$ cat src/rtl/lifo_stack_with_reverse_and_sort_unit_macros.svh
// ----------------------------------------------------------------------------
// LIFO stack unit assertion macros
// Shared concurrent assertion wrappers for the stack unit.
// ----------------------------------------------------------------------------
`ifndef LIFO_STACK_WITH_REVERSE_AND_SORT_UNIT_MACROS_SVH
`define LIFO_STACK_WITH_REVERSE_AND_SORT_UNIT_MACROS_SVH

// checked only outside reset
`define LSRS_ASSERT(lbl, prop, msg) \
    lbl: assert property (@(posedge i_clk) disable iff (!i_rst_n) prop) else $error(msg);

// checked at every edge, reset included
`define LSRS_ASSERT_ALWAYS(lbl, prop, msg) \
    lbl: assert property (@(posedge i_clk) prop) else $error(msg);

`endif

$ cat src/rtl/lsrs_pkg.sv
// ----------------------------------------------------------------------------
// LIFO stack unit package
// Widths, command and status codes, and cell control type.
// ----------------------------------------------------------------------------
package lsrs_pkg;

    localparam int WORD_W        = 32;
    localparam int COUNT_W       = 7;
    localparam int CMD_W         = 3;
    localparam int STATUS_W      = 2;
    localparam int OUT_DATA_W    = 40;
    localparam int DEFAULT_DEPTH = 64;

    typedef enum logic [CMD_W-1:0] {
        CMD_PUSH    = 3'd0,
        CMD_POP     = 3'd1,
        CMD_PEEK    = 3'd2,
        CMD_REVERSE = 3'd3,
        CMD_SORT    = 3'd4
    } t_cmd;

    typedef enum logic [STATUS_W-1:0] {
        STS_OK    = 2'd0,
        STS_EMPTY = 2'd1,
        STS_FULL  = 2'd2
    } t_status;

    typedef enum logic [2:0] {
        CELL_HOLD,
        CELL_PUSH,
        CELL_POP,
        CELL_TAG,
        CELL_EXCH
    } t_cell_op;

    typedef struct packed {
        t_cell_op op;
        logic     phase;
        logic     use_tag;
    } t_cell_ctrl;

    typedef enum logic {
        ST_IDLE,
        ST_EXCH
    } t_state;

endpackage

$ cat src/rtl/lsrs_cell.sv
// ----------------------------------------------------------------------------
// LIFO stack cell
// Holds one entry and its position tag; shifts on push/pop and does an
// odd-even compare-exchange with a neighbor during reverse and sort.
// ----------------------------------------------------------------------------
module lsrs_cell #(
    parameter int K  = 0,
    parameter int AW = 6
) (
    input  logic                               i_clk,
    input  lsrs_pkg::t_cell_ctrl               i_ctrl,
    input  logic                               i_self_act,
    input  logic                               i_dn_act,
    input  logic signed [lsrs_pkg::WORD_W-1:0] i_up_value,
    input  logic        [AW-1:0]               i_up_tag,
    input  logic signed [lsrs_pkg::WORD_W-1:0] i_dn_value,
    input  logic        [AW-1:0]               i_dn_tag,
    output logic signed [lsrs_pkg::WORD_W-1:0] o_value,
    output logic        [AW-1:0]               o_tag
);
    import lsrs_pkg::*;

    localparam logic PAR    = 1'(K % 2);
    localparam logic HAS_UP = (K > 0);

    logic signed [WORD_W-1:0] r_value, n_value;
    logic        [AW-1:0]     r_tag, n_tag;
    logic                     pair_dn, pair_up, less_dn, less_up;

    // top of stack is cell 0; the target order is non-increasing key downward
    assign pair_dn = (i_ctrl.phase == PAR) && i_dn_act;
    assign pair_up = HAS_UP && (i_ctrl.phase != PAR) && i_self_act;
    assign less_dn = i_ctrl.use_tag ? (r_tag < i_dn_tag) : (r_value < i_dn_value);
    assign less_up = i_ctrl.use_tag ? (i_up_tag < r_tag) : (i_up_value < r_value);

    always_comb begin
        n_value = r_value;
        n_tag   = r_tag;
        unique case (i_ctrl.op)
            CELL_PUSH: n_value = i_up_value;
            CELL_POP:  n_value = i_dn_value;
            CELL_TAG:  n_tag   = AW'(K);
            CELL_EXCH: begin
                if (pair_dn && less_dn) begin
                    n_value = i_dn_value;
                    n_tag   = i_dn_tag;
                end else if (pair_up && less_up) begin
                    n_value = i_up_value;
                    n_tag   = i_up_tag;
                end
            end
            default: ;
        endcase
    end

    always_ff @(posedge i_clk) begin
        r_value <= n_value;
        r_tag   <= n_tag;
    end

    assign o_value = r_value;
    assign o_tag   = r_tag;

endmodule

$ cat config.mk
export PLATFORM = sky130hd
export DESIGN_NAME = lsrs_cell
export DESIGN_NICKNAME = d
export VERILOG_FILES = /design/src/rtl/lifo_stack_with_reverse_and_sort_unit_macros.svh /design/src/rtl/lsrs_pkg.sv /design/src/rtl/lsrs_cell.sv
export SDC_FILE = /design/constraint.sdc
export NUM_CORES = 1
export LEC_CHECK = 0
export BUFFER_PORTS_ARGS = -buffer_cell sky130_fd_sc_hd__clkbuf_2
export CAP_MARGIN = 20
export CORE_UTILIZATION = 47
export DETAILED_ROUTE_END_ITERATION = 10
export PLACE_DENSITY = 0.79
export SYNTH_ARGS = -nofsm -noshare
export SYNTH_HDL_FRONTEND = slang
export SYNTH_SLANG_ARGS = --single-unit
$ cat constraint.sdc
create_clock -name i_clk -period 5.91 [get_ports i_clk]
set_input_delay 0.591 -clock i_clk [delete_from_list [all_inputs] [get_ports i_clk]]
set_output_delay 0.591 -clock i_clk [all_outputs]
set_load 0.02 [all_outputs]
---- Word level (Yosys, flattened, before mapping) ----
Index checks and enable logic that the tools add are counted.
cells by class
  magnitude comparators ................... 2
  equal/unequal tests ..................... 5
  mux-type cells .......................... 5
  bitwise logic cells ..................... 1
  reduce and logical (&&, ||, !) cells .... 6
operator list
  operator                                        count
  case mux 32 bit (3 select lines)                1
  less-than comparator 32 bit                     1
  two-way mux 32 bit                              1
  case mux 6 bit (2 select lines)                 1
  == test 3 x 2 -> 1 bit (second input constant)  2
  less-than comparator 6 bit                      1
  two-way mux 6 bit                               1
  AND reduction 2 bit                             2
  == test 3 x 1 -> 1 bit (second input constant)  1
  == test 3 bit (second input constant)           1
  nonzero test 3 bit                              1
  logical AND 1 bit                               2
  != test 2 bit (second input constant)           1
  nonzero test 2 bit                              1
  two-way mux 1 bit                               1
  inverter 1 bit                                  1
storage, ports and cells
  flip-flop bits (word level) ............. 38
  bits of input ports ..................... 84
  logic and storage cells ................. 21

---- Depth between registers and ports, before layout ----
Gate-level depths: netlist (run 1).
  depth after elaboration ................. 5
  mapped depth ............................ 8

---- Least setup slack after synthesis (run 1) ----
No wires, ideal clock.
  path type ............................... input-to-reg
  from .................................... input i_dn_value[2] (netlist name)
  to ...................................... register r_value[0], in the netlist o_value[0] (enable)
  setup time .............................. 0.461 ns
  arrival time ............................ 4.033 ns
  data required time ...................... 5.449 ns
  slack ................................... 1.416 ns
  stages .................................. 8
  path buffers ............................ 0
  cells stage by stage .................... inv_1 -> ha_1 -> a211o_1 -> a31oi_1 -> o221ai_1 -> a211oi_1 -> nor3_1 -> nor3_1
on the way
  word-level cells in the longest chain between the ends .. 5
ends and longest elaborated chain
  element                        RTL line         source
  start, declared                lsrs_cell.sv:16  input logic signed [lsrs_pkg::WORD_W-1:0] i_dn_value,
  less-than comparator 32 bit    lsrs_cell.sv:33  assign less_dn = i_ctrl.use_tag ? (r_tag < i_dn_tag) : (r_value < i_dn_value);
  two-way mux 1 bit              lsrs_cell.sv:33
  logical AND 1 bit              lsrs_cell.sv:44  if (pair_dn && less_dn) begin
  != test 2 bit (no line)        --
  AND reduction 2 bit (no line)  --
  end signal, assigned           lsrs_cell.sv:57  r_value <= n_value;
  end, declared                  lsrs_cell.sv:26  logic signed [WORD_W-1:0] r_value, n_value;
No other way between the ends.
A chain may end at the register's enable or synchronous reset.

---- Final worst setup path (run 1) ----
  from .................................... input i_dn_value[2] (netlist name)
  to ...................................... register r_value[9], in the netlist o_value[9] (enable)
Same word-level chain as after synthesis.

==> impl_metrics.py, run 1 <==
metrics = {
    "worst_setup_path": {
        "cp_max_fo": 22,
        "max_stage_delay_ns": 0.75,
        "critPathSlowestCell": "nor3_2",
        "cp.required_ns": 5.87,
        "cp-start-kind": "input port",
        "crit_type": "in -> reg",
        "crit_path_cell_trace": "clkbuf_2 -> inv_1 -> ha_1 -> a211o_1 -> a31oi_1 -> o221ai_1 -> a211oi_1 -> nor3_1 -> nor3_2 -> buf_4",
        "worst_setup_path_end_kind": "flop",
        "cp.arrival_ns": 3.46,
    },
    "sta": {
        "hold_viol": 0,
        "setup_viol": 0,
        "tightest_slew_ns": 0.943,
        "skew_ns": 0.00412,
        "max_slew_margin_pct": 37.0,
        "slew_viol_final": 0,
        "hold_ws_ns": 0.590,
        "fmaxAchievable_ghz": 0.286,
        "fin_crit_sh_pct": 59.2,
        "fin_setup_tns_ns": 0,
        "period_needed_ns": 3.50,
        "rsz0062_at_grt": "false",
    },
    "global_route": {
        "grt_max_degree": 33,
        "grt_overflow": 0,
        "grt_pass1_vias": 2118,
        "grt_pass1_wl_um": 9250,
        "grt_use_total_pct": 20.0,
        "antenna_found_initial": 0,
    },
    "yosys": {
        "synth_top_family_by_area": "adder cells",
        "synthAdderAreaFrac_pct": 17.3,
        "async_flop_share_pct": 0,
        "synthXorXnorAreaFrac_pct": 0.671,
        "synth_fp_nets": 347,
        "postSynthCellCount": 227,
        "synth.avg_cell_area_um2": 11.5,
        "ys_seq_area_share_pct": 43.7,
        "synth_simple_gate_area_share_pct": 10.7,
        "synth_edf_count": 38,
        "ys_types": 38,
        "synthMuxAreaShare_pct": 13.8,
        "synth_compound_area_share_pct": 7.77,
        "synth-seq-cells": 38,
        "yosysWarnings": 0,
        "synth_area_mm2": 0.00261,
        "synth_ff_type": "edfxtp_1",
    },
    "clock_tree": {
        "cts_sinks": 38,
        "cts_setup_buffers": 0,
        "cts_resized": 0,
        "ctsHoldBuffers": 0,
        "cts_inserted_buffers": 5,
        "clkTransAtPathRegs_ns": 0.07,
        "cts_tree": "yes",
        "root_buffer": "clkbuf_8",
        "clockBufferDepth": 2,
        "h-tree-depth": 2,
        "insertion_delay_ns": 0.29,
    },
    "routing": {
        "vias_per_cell": 5.04,
        "drt_wl_total_um": 5610,
        "vias": 2101,
        "antenna_left": 0,
        "drtIter0Drc": 58,
        "drt-pass1-iter-count": 4,
        "drcViolationCount": 0,
        "routedWlPerCell_um": 13.5,
    },
    "place": {
        "dpl-instance-area_mm2": 0.00327,
        "gp_congestion": 0.746,
        "port_buffers": 114,
        "dp_hpwl_um": 4490,
    },
    "finish": {
        "fillers": 434,
        "stdcell_area_mm2": 0.00335,
        "drive_above_1_share_pct": 44.7,
        "mostFrequentLayoutCell": "clkbuf_2",
        "synthToLayoutAreaGrowth_pct": 28.4,
        "antenna_cells": 0,
        "layout_common_cells": "clkbuf_2 (114), inv_1 (38), edfxtp_1 (38)",
        "finish.net_count": 466,
    },
    "floorplan": {
        "num_rows": 26,
        "core_area_mm2": 0.00524,
        "start_util_pct": 49.8,
        "die_x_um": 76.5,
        "die_area_mm2": 0.00585,
        "num_io_pins": 122,
        "die_y_um": 76.5,
    },
    "power_and_ir_drop": {
        "leakage_nw": 1.65,
        "ir_worst_vdd_v": 0.000120,
        "powerDensity_mw_per_mm2": 206,
    },
    "min_path": {
        "holdCritPathClass": "in -> reg",
    },
    "job": {
        "max-cap-violations": 0,
    },
    "run_status": {
        "status": "finished, final reports clean",
    },
}
per-stage QoR:
step,power [mW],std cells,util (%),setup WS [ns]
3_5_place_dp,0.526,409,62.4,2.10
6_report,0.689,417,64.0,2.41
2_1_floorplan,0.456,227,-,1.42
5_1_grt,0.727,417,64.0,2.27
3_3_place_gp,0.519,409,62.4,2.22
4_1_cts,0.699,417,64.0,2.41
final cells by class:
class / instances / area, um2 / share of cell area, %
Clock inverter: 3 / 11.3 / 0.336
Tap cell: 70 / 87.6 / 2.61
Timing Repair Buffer: 115 / 578 / 17.3
Multi-Input combinational cell: 148 / 1320 / 39.4
Sequential cell: 38 / 1140 / 34.1
Inverter: 38 / 143 / 4.26
Clock buffer: 5 / 68.8 / 2.05
state kept, by name, summed over array words and instances, names as in the netlist:
| signal | flops |
|---|---|
| o_tag | 6 |
| o_value | 32 |
cells by family after synthesis:
logic type      Yosys count
mux                      32
flops                    38
simple gates             45
compound gates           33
fa+ha+maj                36
buf+inv                  41
xor+xnor                  2
path summary, 6_finish.rpt:
kind / start / end / slack (ns) / cells after the start
worst max register to register: o_value[2]$_DFFE_PP_ / o_value[9]$_DFFE_PP_ / 2.43 / 8
worst max-delay path: i_dn_value[2] / o_value[9]$_DFFE_PP_ / 2.41 / 10
worst min register to register: o_value[31]$_DFFE_PP_ / o_tag[1]$_SDFFCE_PN0P_ / 1.15 / 4
worst min-delay path: i_up_value[25] / o_value[25]$_DFFE_PP_ / 0.59 / 2
power breakdown:
part / switching, mW / internal, mW / leakage (nW)
clock network: 0.0900 / 0.0788 / 0.0407
logic: 0.102 / 0.0827 / 1.26
registers: 0.0105 / 0.324 / 0.351
worst max-delay path: cells and delay by family:
kind | cells | cell delay (ns)
and+or+nand+nor | 2 | 0.89
adders and majority gates | 1 | 0.30
buffers and inverters | 3 | 0.58
AOI/OAI and AO/OA | 4 | 1.07
synth_stat cells, types with 2 or more instances:
master / number / share of area, %
nor2_1: 4 / 0.58
nor3_1: 3 / 0.58
a211oi_1: 2 / 0.58
o21ai_0: 8 / 1.5
mux2_1: 3 / 1.3
and2_1: 7 / 1.7
ha_1: 36 / 17
nand2b_1: 2 / 0.48
nand2_1: 7 / 1.0
mux2_2: 29 / 13
nand3_1: 6 / 1.2
edfxtp_1: 38 / 44
inv_1: 38 / 5.5
a21oi_1: 13 / 2.5
buf_2: 3 / 0.58
nand4_1: 6 / 1.4
metal layers:
metal	part of all wire [%]	vias up	track usage (%)	wire (um)
met4	1.7	0	7.88	98
met5	0	-	0	0
met3	5.8	10	4.91	325
met1	42	948	23.8	2370
met2	50	73	34.4	2820
li1	-	1070	-	-
(Power assumes the default switching activity.)
==> run 2: changes to the inputs <==
Settings changed: CORE_UTILIZATION 47 to 43, PLACE_DENSITY 0.79 to 0.76.
Clock period 5.91 ns to 2.82 ns, I/O delays scaled along.
==> run 2 against run 1 <==
Against the previous run: first-iteration DRC count rose by 28%; sequential share of layout area fell by 1.0 points; clock power rose to 3.2 times the previous value; clock skew grew 0.0012 ns; utilization decreased by 5.3 points; final area is 3.1% higher; critical endpoint is now o_value[29]$_DFFE_PP_; sequential power up 110%; via count decreased by 0.24%; largest power group unchanged; combinational power is 120% higher; global-route usage shrank 1.5 points.
==> impl_metrics.py, run 2 (synthesized netlist as in run 1, its figures left out) <==
metrics = {
    "run_status": {
        "status": "finished, final reports clean",
    },
    "min_path": {
        "worstHoldStart": "i_up_value[25]",
        "worstHoldEndpoint": "o_value[25]$_DFFE_PP_",
        "holdCritPathClass": "in -> reg",
        "holdPathStages": 2,
    },
    "worst_setup_path": {
        "crit_path_cell_trace": "ha_1 -> a211o_1 -> a31oi_1 -> o221ai_1 -> a211oi_2 -> nor3_1 -> nor3_4 -> buf_12",
        "max_stage_delay_ns": 0.39,
        "critPathSlowestCell": "edfxtp_1",
        "crit_type": "reg -> reg",
        "path_depth": 8,
        "cp.buffers_inverters": 1,
        "r2r_setup_slack_ns": 0.31,
        "reg2reg_to": "o_value[29]$_DFFE_PP_",
        "cp.arrival_ns": 2.50,
        "r2r_cells": 8,
        "cp-start-kind": "flop",
        "cp_max_fo": 29,
        "worst_setup_path_end_kind": "flop",
        "cp.required_ns": 2.81,
        "path_delay_family": "compound AO/OA/AOI/OAI gates",
        "reg2reg_from": "o_value[2]$_DFFE_PP_",
    },
    "place": {
        "dp_cells": 417,
        "dp_hpwl_um": 4500,
        "port_buffers": 114,
        "gp_congestion": 0.739,
    },
    "clock_tree": {
        "cts_tree": "yes",
        "cts_sinks": 38,
        "cts_resized": 0,
        "root_buffer": "clkbuf_8",
        "clockBufferDepth": 2,
        "cts_inserted_buffers": 5,
        "clkTransAtPathRegs_ns": 0.08,
        "insertion_delay_ns": 0.29,
        "cts_setup_buffers": 0,
        "ctsHoldBuffers": 0,
        "h-tree-depth": 2,
    },
    "global_route": {
        "grt_use_total_pct": 18.4,
        "antenna_found_initial": 0,
        "grt_max_degree": 30,
        "grt_pass1_wl_um": 9080,
        "grt_pass1_vias": 2106,
        "grt_overflow": 0,
    },
    "routing": {
        "routedWlPerCell_um": 12.9,
        "vias_per_cell": 4.93,
        "drt_wl_total_um": 5490,
        "drcViolationCount": 0,
        "vias": 2096,
        "drt-pass1-iter-count": 4,
        "drtIter0Drc": 74,
        "antenna_left": 0,
    },
    "floorplan": {
        "num_rows": 28,
        "die_area_mm2": 0.00638,
        "die_x_um": 79.9,
        "core_area_mm2": 0.00589,
        "num_io_pins": 122,
        "die_y_um": 79.9,
        "start_util_pct": 44.3,
    },
    "power_and_ir_drop": {
        "leakage_nw": 1.70,
        "ir_worst_vdd_v": 0.000337,
        "powerDensity_mw_per_mm2": 475,
    },
    "finish": {
        "layout_common_cells": "clkbuf_2 (114), inv_1 (38), edfxtp_1 (38)",
        "largest_register_ffs": 32,
        "mostFrequentLayoutCell": "clkbuf_2",
        "finish.net_count": 469,
        "synthToLayoutAreaGrowth_pct": 32.4,
        "drive_above_1_share_pct": 46.0,
        "antenna_cells": 0,
        "fin_cells": 425,
    },
    "sta": {
        "skew_ns": 0.00529,
        "fmaxAchievable_ghz": 0.399,
        "tightest_slew_ns": 0.377,
        "period_needed_ns": 2.51,
        "setup_viol": 0,
        "rsz0062_at_grt": "false",
        "max_slew_margin_pct": 74.9,
        "hold_viol": 0,
        "hold_ws_ns": 0.272,
        "fin_crit_sh_pct": 89.0,
        "slew_viol_final": 0,
    },
    "job": {
        "max-cap-violations": 0,
    },
}
==> run 2: cell types whose count changed in the layout (fill, tap and decap cells not counted), sizes merged <==
cell,change
clkinv,-2
buf,+3
bufinv,+2
==> run 2: area by class of cell <==
type,instances,area [um2]
tap,75,93.8
inverter,38,143
timing repair buffer,118,613
clock buffer,5,68.8
clock inverter,3,63.8
fill,516,2430
multi-input combinational,148,1330
sequential,38,1140
==> run 2: report_power, final <==
part	total [mW]	switching, mW	internal [mW]
Combinational	0.399	0.216	0.183
Sequential	0.701	0.0219	0.679
Clock	0.542	0.192	0.350
==> run 2: per-stage QoR <==
stage          setup TNS, ns  instance area [um2]  util, %  setup WS, ns  total power [mW]
6_report                   0                 3450     58.7         0.311              1.64
5_1_grt                    0                 3450     58.7         0.111              1.73
4_1_cts                    0                 3450     58.7         0.313              1.67
3_5_place_dp               0                 3320     56.4         0.274              1.12
3_3_place_gp               0                 3320     56.4         0.314              1.10
2_1_floorplan          -3.48                 2630        -        -0.109             0.958
==> run 2: metal layers <==
layer | GRT usage [%] | vias up | share of wire, % | wire [um]
met2 | 34.0 | 72 | 51 | 2790
met3 | 3.89 | 4 | 5.1 | 280
li1 | - | 1074 | - | -
met5 | 0 | - | 0 | 0
met4 | 5.71 | 0 | 0.80 | 44
met1 | 21.1 | 946 | 43 | 2380
==> run 2: worst max path at each step <==
stage	from	endpoint	slack, ns
2_1_floorplan	o_value[2]$_DFFE_PP_	o_value[0]$_DFFE_PP_	-0.11
3_3_place_gp	i_dn_value[2]	o_value[27]$_DFFE_PP_	0.31
3_5_place_dp	i_dn_value[2]	o_value[24]$_DFFE_PP_	0.27
4_1_cts	o_value[2]$_DFFE_PP_	o_value[24]$_DFFE_PP_	0.31
5_1_grt	o_value[2]$_DFFE_PP_	o_value[22]$_DFFE_PP_	0.11
6_report	o_value[2]$_DFFE_PP_	o_value[29]$_DFFE_PP_	0.31
